==> src/hw/rtl/assert_macros.svh <==
// Assertion macros for the text console cursor control block.
// Used by the top level; no other dependencies.
`ifndef ASSERT_MACROS_SVH
`define ASSERT_MACROS_SVH

// Same-cycle implication, disabled in reset
`define TCC_ASSERT_IMP(name, clk, rst_n, pre, post) \
	name: assert property (@(posedge clk) disable iff (!rst_n) (pre) |-> (post)) \
		else $error("tcc: same-cycle check failed");

// Next-cycle implication, disabled in reset
`define TCC_ASSERT_NXT(name, clk, rst_n, pre, post) \
	name: assert property (@(posedge clk) disable iff (!rst_n) (pre) |=> (post)) \
		else $error("tcc: next-cycle check failed");

`endif

==> src/hw/rtl/tcc_pkg.sv <==
// Package for the text console cursor control block: widths, geometry,
// character codes, item classes and result actions. No dependencies.
`default_nettype none

package tcc_pkg;

	localparam int X_W    = 14;
	localparam int Y_W    = 16;
	localparam int DIM_W  = 14;
	localparam int CODE_W = 8;
	localparam int ACT_W  = 2;
	localparam int CFG_INDEX_W = 2;

	localparam int CELL_WIDTH  = 8;
	localparam int CELL_HEIGHT = 16;
	localparam int TAB_CELLS   = 8;
	localparam int LINE_GAP    = 2;
	localparam int BORDER      = 1;
	localparam int LINE_PITCH  = CELL_HEIGHT + LINE_GAP;
	localparam int TAB_STRIDE  = TAB_CELLS * CELL_WIDTH;
	localparam int TAB_SHIFT   = $clog2(TAB_STRIDE);

	localparam logic [DIM_W-1:0] WIDTH_RESET  = DIM_W'(640);
	localparam logic [DIM_W-1:0] HEIGHT_RESET = DIM_W'(480);

	localparam int TCC_QUEUE_DEPTH = 2;

	localparam logic [CODE_W-1:0] CHAR_BS = CODE_W'(8);
	localparam logic [CODE_W-1:0] CHAR_HT = CODE_W'(9);
	localparam logic [CODE_W-1:0] CHAR_LF = CODE_W'(10);
	localparam logic [CODE_W-1:0] CHAR_CR = CODE_W'(13);

	typedef enum logic [CFG_INDEX_W-1:0] {
		REG_WIDTH  = 2'd0,
		REG_HEIGHT = 2'd1
	} cfg_reg_t;

	typedef enum logic [2:0] {
		CLS_NEWLINE,
		CLS_RETURN,
		CLS_BACKSPACE,
		CLS_TAB,
		CLS_PRINT
	} char_class_t;

	typedef enum logic [ACT_W-1:0] {
		ACT_MOVE  = 2'd0,
		ACT_CLEAR = 2'd1,
		ACT_ERASE = 2'd2,
		ACT_GLYPH = 2'd3
	} action_t;

	typedef struct packed {
		char_class_t         cls;
		logic [CODE_W-1:0]   code;
	} q_item_t;

	typedef struct packed {
		logic [DIM_W-1:0] width;
		logic [DIM_W-1:0] height;
	} cfg_regs_t;

	typedef struct packed {
		logic valid;
		logic full;
	} q_status_t;

endpackage

`default_nettype wire

==> src/hw/rtl/tcc_front.sv <==
// Front end: accepts character items and classifies them for the queue.
// Depends on tcc_pkg.
`default_nettype none

module tcc_front (
	input  wire logic                       in_valid,
	output logic                            in_ready,
	input  wire logic [tcc_pkg::CODE_W-1:0] char_code,
	input  wire tcc_pkg::q_status_t         q_status,
	output logic                            push,
	output tcc_pkg::q_item_t                item
);
	import tcc_pkg::*;

	char_class_t cls;

	always_comb begin
		case (char_code)
			CHAR_LF: cls = CLS_NEWLINE;
			CHAR_CR: cls = CLS_RETURN;
			CHAR_BS: cls = CLS_BACKSPACE;
			CHAR_HT: cls = CLS_TAB;
			default: cls = CLS_PRINT;
		endcase
	end

	assign in_ready  = !q_status.full;
	assign push      = in_valid && !q_status.full;
	assign item.cls  = cls;
	assign item.code = char_code;

endmodule

`default_nettype wire

==> src/hw/rtl/tcc_queue.sv <==
// Short item queue between front and back end.
// Depends on tcc_pkg.
`default_nettype none

module tcc_queue #(
	parameter int DEPTH = tcc_pkg::TCC_QUEUE_DEPTH
) (
	input  wire logic              clk,
	input  wire logic              arst_n,
	input  wire logic              push,
	input  wire tcc_pkg::q_item_t  push_item,
	input  wire logic              pop,
	output tcc_pkg::q_status_t     status,
	output tcc_pkg::q_item_t       head
);
	import tcc_pkg::*;

	localparam int PTR_W = (DEPTH > 1) ? $clog2(DEPTH) : 1;
	localparam int CNT_W = $clog2(DEPTH + 1);

	q_item_t          mem_q [DEPTH];
	logic [PTR_W-1:0] wr_ptr_q;
	logic [PTR_W-1:0] rd_ptr_q;
	logic [CNT_W-1:0] count_q;
	logic             do_push;
	logic             do_pop;

	assign status.valid = (count_q != '0);
	assign status.full  = (count_q == CNT_W'(DEPTH));
	assign head         = mem_q[rd_ptr_q];
	assign do_push      = push && !status.full;
	assign do_pop       = pop && status.valid;

	always_ff @(posedge clk) begin
		if (do_push) begin
			mem_q[wr_ptr_q] <= push_item;
		end
	end

	always_ff @(posedge clk or negedge arst_n) begin
		if (!arst_n) begin
			wr_ptr_q <= '0;
			rd_ptr_q <= '0;
			count_q  <= '0;
		end else begin
			if (do_push) begin
				wr_ptr_q <= (wr_ptr_q == PTR_W'(DEPTH - 1)) ? '0 : wr_ptr_q + PTR_W'(1);
			end
			if (do_pop) begin
				rd_ptr_q <= (rd_ptr_q == PTR_W'(DEPTH - 1)) ? '0 : rd_ptr_q + PTR_W'(1);
			end
			case ({do_push, do_pop})
				2'b10:   count_q <= count_q + CNT_W'(1);
				2'b01:   count_q <= count_q - CNT_W'(1);
				default: count_q <= count_q;
			endcase
		end
	end

endmodule

`default_nettype wire

==> src/hw/rtl/tcc_back.sv <==
// Back end: holds the cursor, carries out queued items and drives the
// result register. Depends on tcc_pkg.
`default_nettype none

module tcc_back (
	input  wire logic                      clk,
	input  wire logic                      arst_n,
	input  wire tcc_pkg::cfg_regs_t        cfg,
	input  wire tcc_pkg::q_status_t        q_status,
	input  wire tcc_pkg::q_item_t          head,
	output logic                           pop,
	output logic                           out_valid,
	input  wire logic                      out_ready,
	output logic [tcc_pkg::ACT_W-1:0]      action,
	output logic [tcc_pkg::X_W-1:0]        pos_x,
	output logic [tcc_pkg::Y_W-1:0]        pos_y,
	output logic [tcc_pkg::CODE_W-1:0]     glyph_code,
	output logic                           last
);
	import tcc_pkg::*;

	logic [X_W-1:0]    cur_x_q;
	logic [Y_W-1:0]    cur_y_q;
	logic              second_q;
	logic              out_valid_q;
	action_t           act_q;
	logic [X_W-1:0]    pos_x_q;
	logic [Y_W-1:0]    pos_y_q;
	logic [CODE_W-1:0] glyph_q;
	logic              last_q;

	logic              fire;
	logic [Y_W:0]      lf_sum;
	logic [Y_W-1:0]    lf_y;
	logic              tab_wrap;
	logic [X_W-1:0]    tab_idx;
	logic [X_W-1:0]    tab_x;
	logic              glyph_wrap;
	logic [X_W-1:0]    gx;
	logic [Y_W-1:0]    gy;
	logic              need_clear;
	logic [X_W-1:0]    bs_x;

	action_t           n_act;
	logic [X_W-1:0]    n_px;
	logic [Y_W-1:0]    n_py;
	logic [CODE_W-1:0] n_glyph;
	logic              n_last;
	logic [X_W-1:0]    n_cx;
	logic [Y_W-1:0]    n_cy;
	logic              n_second;

	assign fire = q_status.valid && (!out_valid_q || out_ready);

	assign lf_sum = {1'b0, cur_y_q} + (Y_W + 1)'(LINE_PITCH);
	assign lf_y   = lf_sum[Y_W] ? '1 : lf_sum[Y_W-1:0];

	assign tab_wrap = ({1'b0, cur_x_q} + (X_W + 1)'(TAB_STRIDE)) >= {1'b0, cfg.width};
	assign tab_idx  = (cur_x_q - X_W'(BORDER)) >> TAB_SHIFT;
	assign tab_x    = (cur_x_q == '0) ? X_W'(BORDER) :
		X_W'(BORDER) + ((tab_idx + X_W'(1)) << TAB_SHIFT);

	assign bs_x = (cur_x_q < X_W'(CELL_WIDTH + BORDER)) ? X_W'(BORDER) :
		cur_x_q - X_W'(CELL_WIDTH);

	assign glyph_wrap = ({1'b0, cur_x_q} + (X_W + 1)'(CELL_WIDTH)) >= {1'b0, cfg.width};
	assign gx         = glyph_wrap ? X_W'(BORDER) : cur_x_q;
	assign gy         = glyph_wrap ? lf_y : cur_y_q;
	assign need_clear = ({1'b0, gy} + (Y_W + 1)'(CELL_HEIGHT + BORDER)) >=
		(Y_W + 1)'(cfg.height);

	always_comb begin
		n_act    = ACT_MOVE;
		n_px     = cur_x_q;
		n_py     = cur_y_q;
		n_glyph  = '0;
		n_last   = 1'b1;
		n_cx     = cur_x_q;
		n_cy     = cur_y_q;
		n_second = 1'b0;
		case (head.cls)
			CLS_NEWLINE: begin
				n_cx = X_W'(BORDER);
				n_cy = lf_y;
			end
			CLS_RETURN: begin
				n_cx = X_W'(BORDER);
			end
			CLS_BACKSPACE: begin
				n_act = ACT_ERASE;
				n_cx  = bs_x;
			end
			CLS_TAB: begin
				if (tab_wrap) begin
					n_cx = X_W'(BORDER);
					n_cy = lf_y;
				end else begin
					n_cx = tab_x;
				end
			end
			default: begin
				if (second_q) begin
					n_act   = ACT_GLYPH;
					n_glyph = head.code;
					n_cx    = cur_x_q + X_W'(CELL_WIDTH);
				end else if (need_clear) begin
					n_act    = ACT_CLEAR;
					n_last   = 1'b0;
					n_cx     = X_W'(BORDER);
					n_cy     = Y_W'(BORDER);
					n_second = 1'b1;
				end else begin
					n_act   = ACT_GLYPH;
					n_glyph = head.code;
					n_cx    = gx + X_W'(CELL_WIDTH);
					n_cy    = gy;
				end
			end
		endcase
		// moves report the new cursor; erase, clear and glyph report the cell
		case (n_act)
			ACT_GLYPH: begin
				n_px = second_q ? cur_x_q : gx;
				n_py = second_q ? cur_y_q : gy;
			end
			default: begin
				n_px = n_cx;
				n_py = n_cy;
			end
		endcase
	end

	assign pop = fire && !n_second;

	always_ff @(posedge clk or negedge arst_n) begin
		if (!arst_n) begin
			cur_x_q     <= X_W'(BORDER);
			cur_y_q     <= Y_W'(BORDER);
			second_q    <= 1'b0;
			out_valid_q <= 1'b0;
		end else begin
			if (fire) begin
				cur_x_q  <= n_cx;
				cur_y_q  <= n_cy;
				second_q <= n_second;
			end
			if (fire) begin
				out_valid_q <= 1'b1;
			end else if (out_ready) begin
				out_valid_q <= 1'b0;
			end
		end
	end

	always_ff @(posedge clk) begin
		if (fire) begin
			act_q   <= n_act;
			pos_x_q <= n_px;
			pos_y_q <= n_py;
			glyph_q <= n_glyph;
			last_q  <= n_last;
		end
	end

	assign out_valid  = out_valid_q;
	assign action     = act_q;
	assign pos_x      = pos_x_q;
	assign pos_y      = pos_y_q;
	assign glyph_code = glyph_q;
	assign last       = last_q;

endmodule

`default_nettype wire

==> src/hw/rtl/text_console_cursor_control.sv <==
// Top level of the text console cursor control block: config registers,
// front end, item queue and back end. Depends on tcc_pkg, tcc_front,
// tcc_queue, tcc_back and assert_macros.svh.
//
// channel  direction  handshake               payload
// in       sink       in_valid / in_ready     char_code
// out      source     out_valid / out_ready   action, pos_x, pos_y, glyph_code, last
// cfg      sink       cfg_valid / cfg_ready   cfg_index, cfg_data
//
// One character per cycle while the output is not stalled; a glyph that clears the
// screen gives two result items from the back end, a clear and then the glyph.
// A result item is registered in the back end; its character passes the item queue first.
// Reset gives 640 x 480 and cursor (1,1); no clearing pass.
// An output stall holds the back end; the queue keeps in_ready high until it fills.
`default_nettype none

`include "assert_macros.svh"

module text_console_cursor_control #(
	parameter int QUEUE_DEPTH = tcc_pkg::TCC_QUEUE_DEPTH
) (
	input  wire logic                            clk,
	input  wire logic                            arst_n,
	input  wire logic                            in_valid,
	output logic                                 in_ready,
	input  wire logic [tcc_pkg::CODE_W-1:0]      char_code,
	output logic                                 out_valid,
	input  wire logic                            out_ready,
	output logic [tcc_pkg::ACT_W-1:0]            action,
	output logic [tcc_pkg::X_W-1:0]              pos_x,
	output logic [tcc_pkg::Y_W-1:0]              pos_y,
	output logic [tcc_pkg::CODE_W-1:0]           glyph_code,
	output logic                                 last,
	input  wire logic                            cfg_valid,
	output logic                                 cfg_ready,
	input  wire logic [tcc_pkg::CFG_INDEX_W-1:0] cfg_index,
	input  wire logic [tcc_pkg::DIM_W-1:0]       cfg_data
);
	import tcc_pkg::*;

	cfg_regs_t cfg_q;
	q_status_t q_status;
	q_item_t   push_item;
	q_item_t   head;
	logic      push;
	logic      pop;
	logic      at_home;
	logic      out_fire;
	logic      glyph_home;

	assign cfg_ready = 1'b1;

	always_ff @(posedge clk or negedge arst_n) begin
		if (!arst_n) begin
			cfg_q.width  <= WIDTH_RESET;
			cfg_q.height <= HEIGHT_RESET;
		end else if (cfg_valid) begin
			case (cfg_index)
				REG_WIDTH:  cfg_q.width  <= cfg_data;
				REG_HEIGHT: cfg_q.height <= cfg_data;
				default:    cfg_q        <= cfg_q;
			endcase
		end
	end

	tcc_front u_front (
		.in_valid (in_valid),
		.in_ready (in_ready),
		.char_code(char_code),
		.q_status (q_status),
		.push     (push),
		.item     (push_item)
	);

	tcc_queue #(
		.DEPTH(QUEUE_DEPTH)
	) u_queue (
		.clk      (clk),
		.arst_n   (arst_n),
		.push     (push),
		.push_item(push_item),
		.pop      (pop),
		.status   (q_status),
		.head     (head)
	);

	tcc_back u_back (
		.clk       (clk),
		.arst_n    (arst_n),
		.cfg       (cfg_q),
		.q_status  (q_status),
		.head      (head),
		.pop       (pop),
		.out_valid (out_valid),
		.out_ready (out_ready),
		.action    (action),
		.pos_x     (pos_x),
		.pos_y     (pos_y),
		.glyph_code(glyph_code),
		.last      (last)
	);

	assign at_home    = (pos_x == X_W'(BORDER)) && (pos_y == Y_W'(BORDER));
	assign out_fire   = out_valid && out_ready;
	assign glyph_home = out_valid && last && (action == ACT_GLYPH) && at_home;

	`TCC_ASSERT_IMP(a_first_is_clear, clk, arst_n, out_valid && !last, action == ACT_CLEAR && at_home)
	`TCC_ASSERT_NXT(a_glyph_after_clear, clk, arst_n, out_fire && !last, glyph_home)
	`TCC_ASSERT_IMP(a_glyph_zero, clk, arst_n, out_valid && action != ACT_GLYPH, glyph_code == '0)

endmodule

`default_nettype wire

==> config.mk <==
export PLATFORM = sky130hd
export DESIGN_NAME = text_console_cursor_control
export DESIGN_NICKNAME = d
export VERILOG_FILES = /design/src/hw/rtl/tcc_pkg.sv /design/src/hw/rtl/tcc_front.sv /design/src/hw/rtl/tcc_queue.sv /design/src/hw/rtl/tcc_back.sv /design/src/hw/rtl/text_console_cursor_control.sv
export VERILOG_INCLUDE_DIRS = /design/src /design/src/hw/rtl
export SDC_FILE = /design/constraint.sdc
export NUM_CORES = 1
export LEC_CHECK = 0
export ABC_AREA = 1
export BUFFER_PORTS_ARGS = -buffer_cell sky130_fd_sc_hd__buf_4
export CAP_MARGIN = 20
export CORE_MARGIN = 5
export CORE_UTILIZATION = 50
export DETAILED_ROUTE_END_ITERATION = 16
export GPL_ROUTABILITY_DRIVEN = 1
export GPL_TIMING_DRIVEN = 0
export PLACE_DENSITY = 0.69
export SYNTH_ARGS = -nofsm -noshare
export SYNTH_HDL_FRONTEND = slang
export SYNTH_SLANG_ARGS = --single-unit
==> constraint.sdc <==
create_clock -name clk -period 15.11 [get_ports clk]
set_clock_uncertainty 0.1 [all_clocks]
set_input_delay 2.2665 -clock clk [delete_from_list [all_inputs] [get_ports clk]]
set_output_delay 2.2665 -clock clk [all_outputs]
set_load 0.01 [all_outputs]
* Word-level counts from Yosys, hierarchy flattened
Memory sizes are Yosys's and may differ from the RTL's.
Cells that the tools add are included.
** Storage, ports and cells
- Logic and storage cells :: 101
- Latch bits :: 0
- Output and inout bits :: 44
- Bits in writable memories :: 22
- Memories kept :: 1
- Memory bits (read-only) :: 0
- Input bits :: 29
- Register bits :: 105
** Operators by class
- Shifts and indexed selects :: 0
- Mux-type cells :: 34
- Bitwise logic cells :: 0
- Equal/unequal tests :: 12
- Add/subtract/negate cells :: 14
- Multiply operators :: 0
- Order comparisons :: 4
- Reductions and logical operators :: 22
- Divide/modulo/power cells :: 0
** Memories
- u_queue.mem_q :: depth 2, width 11, read ports 1, clocked after Yosys merged registers in 0, wr ports 1, line tcc_queue.sv:21 : q_item_t mem_q [DEPTH];
** Operators by type and width (number)
- $mux 14 :: 8
- $mux 16 :: 7
- $pmux 16 s3 :: 1
- $pmux 14 s3 :: 1
- $add 16x5->17 const B :: 2
- $eq 8x4->1 const B :: 4
- $ge 15x14->1 :: 2
- $add 14x4->14 const B :: 2
- $ge 17x14->1 :: 1
- $mux 8 :: 2
- $add 14x4->15 const B :: 1
- $add 14x7->15 const B :: 1
- $add 1x14->14 const A :: 1
- $logic_not 14->1 :: 1
- $lt 14x4->1 const B :: 1
- $sub 14x1->14 const B :: 1
- $sub 14x4->14 const B :: 1
- $pmux 3 s4 :: 1
- $mux 1 :: 10
- $add 8x1->8 const B :: 1
- $pmux 2 s2 :: 2
- $eq 2x2->1 const B :: 3
- $eq 3x2->1 const B :: 2
- $reduce_bool 2->1 :: 3
- 16 further kinds :: 27

* Longest topological paths before layout
Gate-level depths: netlist (run 1).
- Depth after elaboration :: 13
- Depth in mapped cells :: 44
- Mapped depth without buffers :: 42

* By module
From an unflattened synthesis (run 1), not the netlist that was laid out.
** Second synthesis, totals
- Cells, all modules :: 1256
- Area total of the unflattened synthesis :: 9430.3 sq um
** Modules (own cells, without submodules)
- tcc_back :: seq. area each 2034.5 sq um, area each 7063.0 sq um, cells an instance 1013, times used 1
- text_console_cursor_control :: seq. area each 708.2 sq um, area each 1186.1 sq um, cells an instance 127, times used 1
- tcc_queue :: seq. area each 760.7 sq um, area each 1032.2 sq um, cells an instance 89, times used 1
- tcc_front :: seq. area each 0.0 sq um, area each 148.9 sq um, cells an instance 27, times used 1

* Worst setup path after synthesis (run 1)
No wires, ideal clock.
- Kind :: register to register
- Start point :: reg u_back.cur_x_q[6]
- End point :: reg u_queue.count_q[1]
- Path buffers :: 2
- Data required time :: 14.879 ns
- Arrival time :: 5.320 ns
- Stages on the path, launching flop included :: 42
- Slack :: 9.559 ns
- Period minus slack after synthesis :: 5.551 ns
- Library setup time :: 0.131 ns
- Path through :: dfrtp_1 -> clkbuf_1 -> inv_1 -> nor2_1 -> inv_1 -> nor4_1 -> xor2_1 -> a21oi_1 -> inv_1 -> ha_1 -> nand3_1 -> nor3_1 -> nand3_2 -> nand3_2 -> buf_6 -> nand2_1 -> o21ai_1 -> inv_1 -> [... 6 more ...] -> xnor2_1 -> inv_1 -> ha_1 -> a21oi_1 -> nor2_1 -> a211oi_1 -> nand3_1 -> a21oi_1 -> nand2_1 -> nor2_4 -> nand2_4 -> nand3_1 -> nand2_1 -> inv_1 -> ha_1 -> a21oi_1 -> o21ai_0 -> xor2_1
** Between the ends
- Cells in the longest elaborated chain, start to end :: 13
- Elaborated cells between the ends (all ways) :: 15
- Classes of those cells :: add/sub: 2; order compare: 2; eq/ne: 2; mux: 5; reduce/logical: 4
** RTL lines
- start, declared :: line tcc_back.sv:22 : logic [X_W-1:0] cur_x_q;
- start signal, assigned :: line tcc_back.sv:137 : cur_x_q <= X_W'(BORDER);
- start signal, assigned :: line tcc_back.sv:143 : cur_x_q <= n_cx;
- $add 14x4->15 (*) :: line tcc_back.sv:66 : assign glyph_wrap = ({1'b0, cur_x_q} + (X_W + 1)'(CELL_WIDTH)) >= {1'b0, cfg.width};
- $ge 15x14->1 (*) :: line tcc_back.sv:66
- $mux 16 (*) :: line tcc_back.sv:68 : assign gy = glyph_wrap ? lf_y : cur_y_q;
- $add 16x5->17 (*) :: line tcc_back.sv:69 : assign need_clear = ({1'b0, gy} + (Y_W + 1)'(CELL_HEIGHT + BORDER)) >=
- $ge 17x14->1 (*) :: line tcc_back.sv:69
- $mux 1 (*) :: line tcc_back.sv:106 : end else if (need_clear) begin
- $mux 1 (*) :: line tcc_back.sv:102 : if (second_q) begin
- $mux 1 (*) :: line tcc_back.sv:81 : case (head.cls)
- $logic_not 1->1 (*) :: line tcc_back.sv:133 : assign pop = fire && !n_second;
- $logic_and 1x1->1 (*) :: line tcc_back.sv:133
- $logic_and 1x1->1 (*) :: line tcc_queue.sv:32 : assign do_pop = pop && status.valid;
- net u_queue.do_pop :: line tcc_queue.sv:26 : logic do_pop;
- $eq 2x1->1 / $eq 2x2->1 (equally long branches) :: line tcc_queue.sv:52 : case ({do_push, do_pop})
- $pmux 2 s2 / $reduce_bool 2->1 (equally long branches)
- end signal, assigned :: line tcc_queue.sv:53 : 2'b10: count_q <= count_q + CNT_W'(1);
- end signal, assigned :: line tcc_queue.sv:54 : 2'b01: count_q <= count_q - CNT_W'(1);
- end signal, assigned :: line tcc_queue.sv:55 : default: count_q <= count_q;
- end, declared :: line tcc_queue.sv:24 : logic [CNT_W-1:0] count_q;
Mark *: on every way through the listed nets, which the timed path passes. The rest lies on a longest branch.
A chain may end at the register's enable or synchronous reset.

* Worst setup path in the final report (run 1)
Same ends and word-level chain as after synthesis.

==> results of run 1 <==
-- registers in the layout, indices dropped and copies added, names as in the netlist --
name,flops
u_back.out_valid,1
u_back.cur_x_q,14
u_queue.mem_q,22
u_back.pos_x,14
u_back.second_q,1
u_back.pos_y,16
u_back.last,1
u_back.action,2
u_queue.count_q,2
u_queue.rd_ptr_q,1
cfg_q,28
u_back.cur_y_q,16
u_back.glyph_code,8
u_queue.wr_ptr_q,1
-- cells in the mapped netlist, types with 2 or more instances --
cell       number
nand3_1        73
nand2_2        10
o221ai_1        2
xnor2_1        12
nor4_1          4
buf_2          16
o21ai_0        88
a21oi_1        56
or2_2           4
o2111ai_1       3
clkbuf_1       21
nand4_1        18
nand2_4         3
inv_2           5
nand3_2         5
nor2_1        105
clkinv_1        5
o21ai_1         6
o21bai_2        6
nor2_4          2
o22ai_1         5
inv_1         149
o211ai_1        3
o21bai_1        3
buf_4           6
nor3_1          5
a211oi_1        4
nor3b_1         2
nand2_1       339
nand3b_1        4
o21ai_2         3
xor2_1         35
nor2_2          8
ha_1           49
dfstp_2         8
buf_6           7
dfrtp_1        56
edfxtp_1       63
-- cell type report --
cell class,instances,area [um^2]
Fill cell,1680,7400
Multi-Input combinational cell,871,4630
Sequential cell,127,3500
Inverter,160,602
Timing Repair Buffer,72,553
Clock buffer,17,425
Buffer,53,299
Tap cell,229,287
Clock inverter,15,199
-- routing by layer --
layer	vias to the layer above	part of all wire	global-route usage	wire (um)
met1	3829	0.45	0.336	11000
met2	337	0.45	0.385	11100
li1	4107	-	-	-
met3	39	0.080	0.0443	1960
met5	-	0	0	0
met4	0	0.021	0.0761	512
-- cell usage in the layout, fill, tap and decap left out, drive strengths merged, types with 6 or more instances in the layout --
master	instances
nand2	352
inv	161
nor2	115
buf	102
o21ai	97
nand3	79
edfxtp	63
a21oi	57
dfrtp	56
ha	49
clkbuf	40
xor2	35
nand4	18
xnor2	12
clkinv	10
o21bai	9
dfstp	8
nor3	6
-- through the flow --
step / power, mW / cell area (um^2)
3_3_place_gp: 2.03 / 9860
5_1_grt: 2.71 / 10500
3_5_place_dp: 2.06 / 9880
4_1_cts: 2.51 / 10500
6_report: 2.52 / 10500
2_1_floorplan: 1.61 / 9040
-- worst max-delay path: cells and delay by family, from the launching register on --
family	cells	cell delay, ns
AO/OA/AOI/OAI	7	1.00
XOR/XNOR	3	0.46
adder cells (fa/ha/maj)	4	1.10
buffers and inverters	8	1.24
flip-flops	1	0.37
AND/OR/NAND/NOR	19	2.54
-- kinds of logic after synthesis --
kind of cell	after synthesis
AND/OR/NAND/NOR	588
buffers and inverters	213
flip-flops	127
AO/OA/AOI/OAI	185
multiplexers	1
other	1
adder cells (fa/ha/maj)	49
XOR/XNOR	47
-- where the power goes --
| part | leakage [nW] | switching [mW] | internal, mW |
|---|---|---|---|
| Sequential | 1.41 | 0.0583 | 0.523 |
| Combinational | 3.41 | 0.989 | 0.510 |
| Clock | 0.303 | 0.173 | 0.265 |
-- final timing paths --
check                                     end  slack [ns]  cells past startpoint
max in group asynchronous   u_back.cur_y_q[4]       12.45                      1
min in group asynchronous   u_back.cur_x_q[1]        1.87                      1
hold / removal                      cfg_q[22]        0.39                      2
setup / recovery           u_queue.count_q[1]        8.19                     41
hold reg to reg                     cfg_q[22]        0.39                      2
setup reg to reg           u_queue.count_q[1]        8.19                     41
==> impl_metrics.csv, run 1 <==
group,metric,value,unit
logic_synthesis,yosys-top-cells-area,"edfxtp_1 (21%), dfrtp_1 (16%), nand2_1 (14%)",
worst_setup_path,cp.required,15.32,ns
placement,dpl.hpwl,18500,um
logic_synthesis,synth_edf_count,63,
cts,ctsHoldBuffers,0,
worst_setup_path,r2r_start,"u_back.cur_x_q[6]",
timing,fin_worst_hold_slack,0.390,ns
logic_synthesis,synth_ff_type,"edfxtp_1",
timing,worst_pin_slew,1.03,ns
logic_synthesis,synthSimpleGateAreaFrac,0.282,
floorplan,fp.coreArea,17900,um^2
floorplan,die_height,144,um
flow_run,maxCapViolCount,0,
logic_synthesis,synth_compound_area_frac,0.116,
route,routedWlPerCell,15.9,um
logic_synthesis,muxShareOfSynthArea,0.00125,
cts,cts_max_level,4,
power,p_leak,5.12,nW
timing,hold_violations,0,
global_routing,grt_max_degree,65,
logic_synthesis,synthCells,1211,
worst_setup_path,crit_fanout,10,
cts,cts-root-buf,"clkbuf_16",
floorplan,dieArea,20900,um^2
global_routing,grt_overflow_total,0,
worst_setup_path,cp-startpoint,"u_back.cur_x_q[6]",
logic_synthesis,ys_seq_area_frac,0.388,
floorplan,die_x,144,um
timing,final_max_slew_viol_count,0,
worst_setup_path,cp_slowest_cell,"dfrtp_1",
route,viasPerCell,5.38,
timing,finalSetupViolCount,0,
global_routing,grt_pass1_wl,39500,um
logic_synthesis,yosysWarnings,0,
timing,fin_setup_tns,0,ns
worst_setup_path,timing.setup.critical_path_class,"flip-flop to flip-flop",
global_routing,grt_pass1_vias,7758,
worst_setup_path,max_stage_delay,0.37,ns
route,ant_nets,0,
cts,ctsLongestPathBuffers,2,
cts,clk_latency,0.43,ns
cells_and_area,final_layout_size_suffix_gt1_frac,0.149,
floorplan,start_util,0.505,
placement,dp_cells,1512,
power,p_per_area,240,nW/um^2
logic_synthesis,synth_top_area_cell,"edfxtp_1",
cts,cts_buffers,17,
status,status,"completed",
cells_and_area,final_nets,1380,
timing,setup_ws,8.19,ns
logic_synthesis,synth_top_area_frac,0.209,
power,peakVddDrop,0.000135,V
logic_synthesis,syn_nets,1289,
timing,fin_crit,6.92,ns
floorplan,placementRows,49,
logic_synthesis,synthAdderAreaFrac,0.0678,
min_path,hold_class,"flip-flop to flip-flop",
route,wl,24600,um
global_routing,antenna_found_initial,0,
cells_and_area,final_util,0.587,
cts,cts_setup_buffers,0,
logic_synthesis,synth_top_family_by_area,"simple AND/OR/NAND/NOR gates",
timing,slew_headroom,0.309,
cells_and_area,layout.cells.non_filler,1544,
route,drc_errors,0,
placement,post-place-ws,8.36,ns
timing,min_period_over_period,0.458,
logic_synthesis,async_flop_share,0.504,
cells_and_area,n_antenna_cell,0,
cts,path_clk_slew,0.06,ns
worst_setup_path,start_kind,"flip-flop",
placement,port_buffers,71,
worst_setup_path,endpoint_kind,"flip-flop",
timing,clock.fmax,0.144,GHz
cells_and_area,syn_to_final_growth,16.2,%
logic_synthesis,ys_seq_elements,127,
timing,rsz0062_at_grt,"no",
worst_setup_path,crit_top_cell,"nand2_1",
cts,cts_tree,"yes",
floorplan,io_pins,73,
route,routed-via-count,8312,
logic_synthesis,avgSynthCellArea,7.46,um^2
cts,cts.sinks,127,
min_path,worstHoldStart,"cfg_q[22]",
worst_setup_path,arrival,7.13,ns
route,drt-pass1-iter-count,5,
logic_synthesis,synth.distinct_cells,56,
logic_synthesis,synthXorXnorAreaFrac,0.0456,
route,drt_iter0_markers,709,
placement,gp_congestion,0.983,
logic_synthesis,synth_area,9040,um^2
cts,cts_resized,0,
global_routing,grt_use_total,0.242,
(Power assumes the default switching activity.)
==> run 2, diff against run 1 <==
Settings changed: ABC_AREA 1 to 0, PLACE_DENSITY 0.69 to 0.7.
Clock period 15.11 ns to 6.9 ns, I/O delays scaled along.
==> run 2 against run 1 <==
Compared with the run above: die area shrank 4.3%; critical path type unchanged; area after synthesis decreased by 4.7%; power rose by 99%; maximum frequency is 4.3% higher; cell count decreased by 19%; highest routed layer unchanged; design area increased by 1.8%.
==> impl_metrics.csv, run 2 <==
group,metric,value,unit
worst_setup_path,cp_slowest_cell,"dfrtp_2",
power,peakVddDrop,0.000255,V
logic_synthesis,synth_top_area_cell,"edfxtp_1",
logic_synthesis,yosysWarnings,0,
timing,clock.fmax,0.151,GHz
global_routing,grt_pass1_vias,7125,
logic_synthesis,synth.distinct_cells,82,
placement,dpl.hpwl,17200,um
worst_setup_path,cp.required,6.93,ns
logic_synthesis,synthCells,900,
global_routing,antenna_found_initial,0,
global_routing,grt_pass1_wl,38500,um
power,total_power,5.02,mW
cells_and_area,top_register,"cfg_q",
route,drt-pass1-iter-count,5,
cts,clk_latency,0.44,ns
worst_setup_path,timing.setup.critical_path_class,"flip-flop to flip-flop",
logic_synthesis,synth_area,8620,um^2
min_path,worstHoldStart,"cfg_q[3]",
cts,cts-root-buf,"clkbuf_16",
global_routing,grt_max_degree,65,
worst_setup_path,cp-startpoint,"u_back.cur_x_q[3]",
floorplan,placementRows,48,
worst_setup_path,crit_fanout,11,
timing,final_max_slew_viol_count,0,
cts,cts_buffers,17,
route,wl,24300,um
floorplan,die_height,141,um
logic_synthesis,ys_seq_area_frac,0.407,
cells_and_area,layout.cells.non_filler,1255,
logic_synthesis,synth_ff_type,"edfxtp_1",
worst_setup_path,r2r_start,"u_back.cur_x_q[3]",
logic_synthesis,synth_edf_count,63,
power,p_per_area,469,nW/um^2
timing,min_period_over_period,0.962,
floorplan,die_x,141,um
timing,hold_violations,0,
route,routedWlPerCell,19.4,um
route,drt_iter0_markers,768,
placement,dp_cells,1197,
cts,cts.sinks,127,
timing,finalSetupViolCount,0,
worst_setup_path,max_stage_delay,0.42,ns
logic_synthesis,yosysMostFrequentCell,"nand2_1",
worst_setup_path,endpoint_kind,"flip-flop",
route,drc_errors,0,
placement,post-place-ws,-2.05,ns
timing,slew_headroom,0.374,
power,p_leak,4.50,nW
cells_and_area,final_layout_size_suffix_gt1_frac,0.259,
floorplan,io_pins,73,
logic_synthesis,ys_seq_elements,127,
timing,fin_setup_tns,0,ns
cells_and_area,final_common_cell,"buf_4",
placement,dpl_cell_area,9450,um^2
cts,path_clk_slew,0.07,ns
route,routed-via-count,7535,
cells_and_area,largest_register_ffs,28,
cells_and_area,final_area,10700,um^2
timing,setup_ws,0.263,ns
logic_synthesis,yosys-top-cells-area,"edfxtp_1 (22%), dfrtp_1 (16%), ha_1 (7.1%)",
worst_setup_path,start_kind,"flip-flop",
timing,fin_crit,6.64,ns
cells_and_area,top_regs,"cfg_q (28), u_queue.mem_q (22)",
cells_and_area,nFillCells,1449,
floorplan,fp.coreArea,17100,um^2
logic_synthesis,synth_common_cells,"nand2_1 (77), nor2_1 (65), edfxtp_1 (63)",
logic_synthesis,avgSynthCellArea,9.57,um^2
worst_setup_path,reg2reg_depth,32,
min_path,hold_class,"flip-flop to flip-flop",
cells_and_area,final_nets,1095,
flow_run,maxCapViolCount,0,
worst_setup_path,arrival,6.67,ns
floorplan,dieArea,20000,um^2
global_routing,grt_use_total,0.243,
cts,cts_tree,"yes",
logic_synthesis,async_flop_share,0.504,
cells_and_area,syn_to_final_growth,24.1,%
status,status,"completed",
global_routing,grt_overflow_total,0,
logic_synthesis,synth_top_area_frac,0.220,
floorplan,start_util,0.503,
cells_and_area,layout_common_cells,"buf_4 (107), nand2_1 (71), edfxtp_1 (63)",
placement,port_buffers,71,
timing,worst_pin_slew,0.935,ns
cells_and_area,n_antenna_cell,0,
logic_synthesis,syn_nets,978,
worst_setup_path,regToRegSetupSlack,0.26,ns
worst_setup_path,r2r-end,"u_back.pos_x[4]",
cts,ctsLongestPathBuffers,2,
worst_setup_path,critPathCapture,"u_back.pos_x[4]",
route,viasPerCell,6.00,
cts,cts_max_level,4,
placement,gp_congestion,0.982,
route,ant_nets,0,
==> run 2: cell count changes in the layout (fill, tap and decap cells not counted), sizes merged, moves of 15 or more <==
cell and change:
nor3 +16, buf +27, and3 +17, o21ai -45, xnor2 +27, a22o +15
mux2 +20, nand3 -51, xor2 -20, inv -105, nand2 -274, mux2i +20
nor2 -49
==> run 2: stage by stage <==
step                      utilization  hold WS (ns)
after floorplan                     -         0.361
after global placement          0.551         0.375
after detailed placement        0.552         0.394
after CTS                       0.606         0.408
after global routing            0.625         0.420
final                           0.625         0.407
==> run 2: where the power goes <==
group	total (mW)	internal, mW	switching (mW)	leakage [nW]
clock	0.919	0.516	0.402	0.293
combinational	2.87	1.21	1.66	2.83
sequential	1.23	1.11	0.122	1.38
==> run 2: cell families (layout without fill, tap and decap cells) <==
kind of cell | Yosys count | count (layout) | synth area share
and+or+nand+nor | 284 | 284 | 0.167
AOI/OAI and AO/OA | 233 | 233 | 0.192
DFF | 127 | 127 | 0.407
buffers and inverters | 111 | 241 | 0.0568
xor gates and xnor gates | 54 | 54 | 0.0549
adders and majority gates | 49 | 49 | 0.0712
muxes | 41 | 41 | 0.0511
other | 1 | 1 | 0.000435
==> run 2: how the worst min path moves through the flow <==
stage / to / slack (ns) / cells past startpoint
5_1_grt: cfg_q[2] / 0.42 / 1
3_5_place_dp: cfg_q[3] / 0.39 / 1
2_1_floorplan: u_queue.wr_ptr_q / 0.36 / 1
6_report: cfg_q[3] / 0.41 / 1
4_1_cts: cfg_q[3] / 0.41 / 1
3_3_place_gp: u_queue.wr_ptr_q / 0.38 / 1
==> run 2: layout make-up <==
| cell class | instances | area [um^2] | share of cell area |
|---|---|---|---|
| clock buffers | 17 | 425 | 0.0398 |
| repair buffers | 103 | 796 | 0.0744 |
| multi-input cells | 662 | 4930 | 0.461 |
| well taps | 225 | 282 | 0.0263 |
| plain buffers | 57 | 383 | 0.0358 |
| inverters | 49 | 191 | 0.0179 |
| clock inverters | 15 | 170 | 0.0159 |
| flip-flops and latches | 127 | 3510 | 0.328 |
==> run 2: per-layer routing <==
metal	vias to the layer above	part of all wire	global-route usage	wire length (um)
met5	-	0	0	0
met4	0	0.027	0.0790	650
met3	40	0.055	0.0472	1330
met2	269	0.47	0.378	11300
met1	3673	0.45	0.344	11000
li1	3553	-	-	-
==> run 2: critical path: cells and delay by family (launching register included) <==
kind	cells	cell delay [ns]
multiplexers	2	0.38
XOR/XNOR	2	0.29
flip-flops	1	0.42
AO/OA/AOI/OAI	9	1.68
AND/OR/NAND/NOR	12	1.88
adder cells (fa/ha/maj)	3	0.89
buffers and inverters	4	0.67
==> run 2: repair_timing <==
item	in CTS	in global routing
gates cloned	0	0
hold buffers	0	0
pin swaps	9	20
resized for setup	62	42
setup buffers	12	18
setup endpoints to repair	74	74
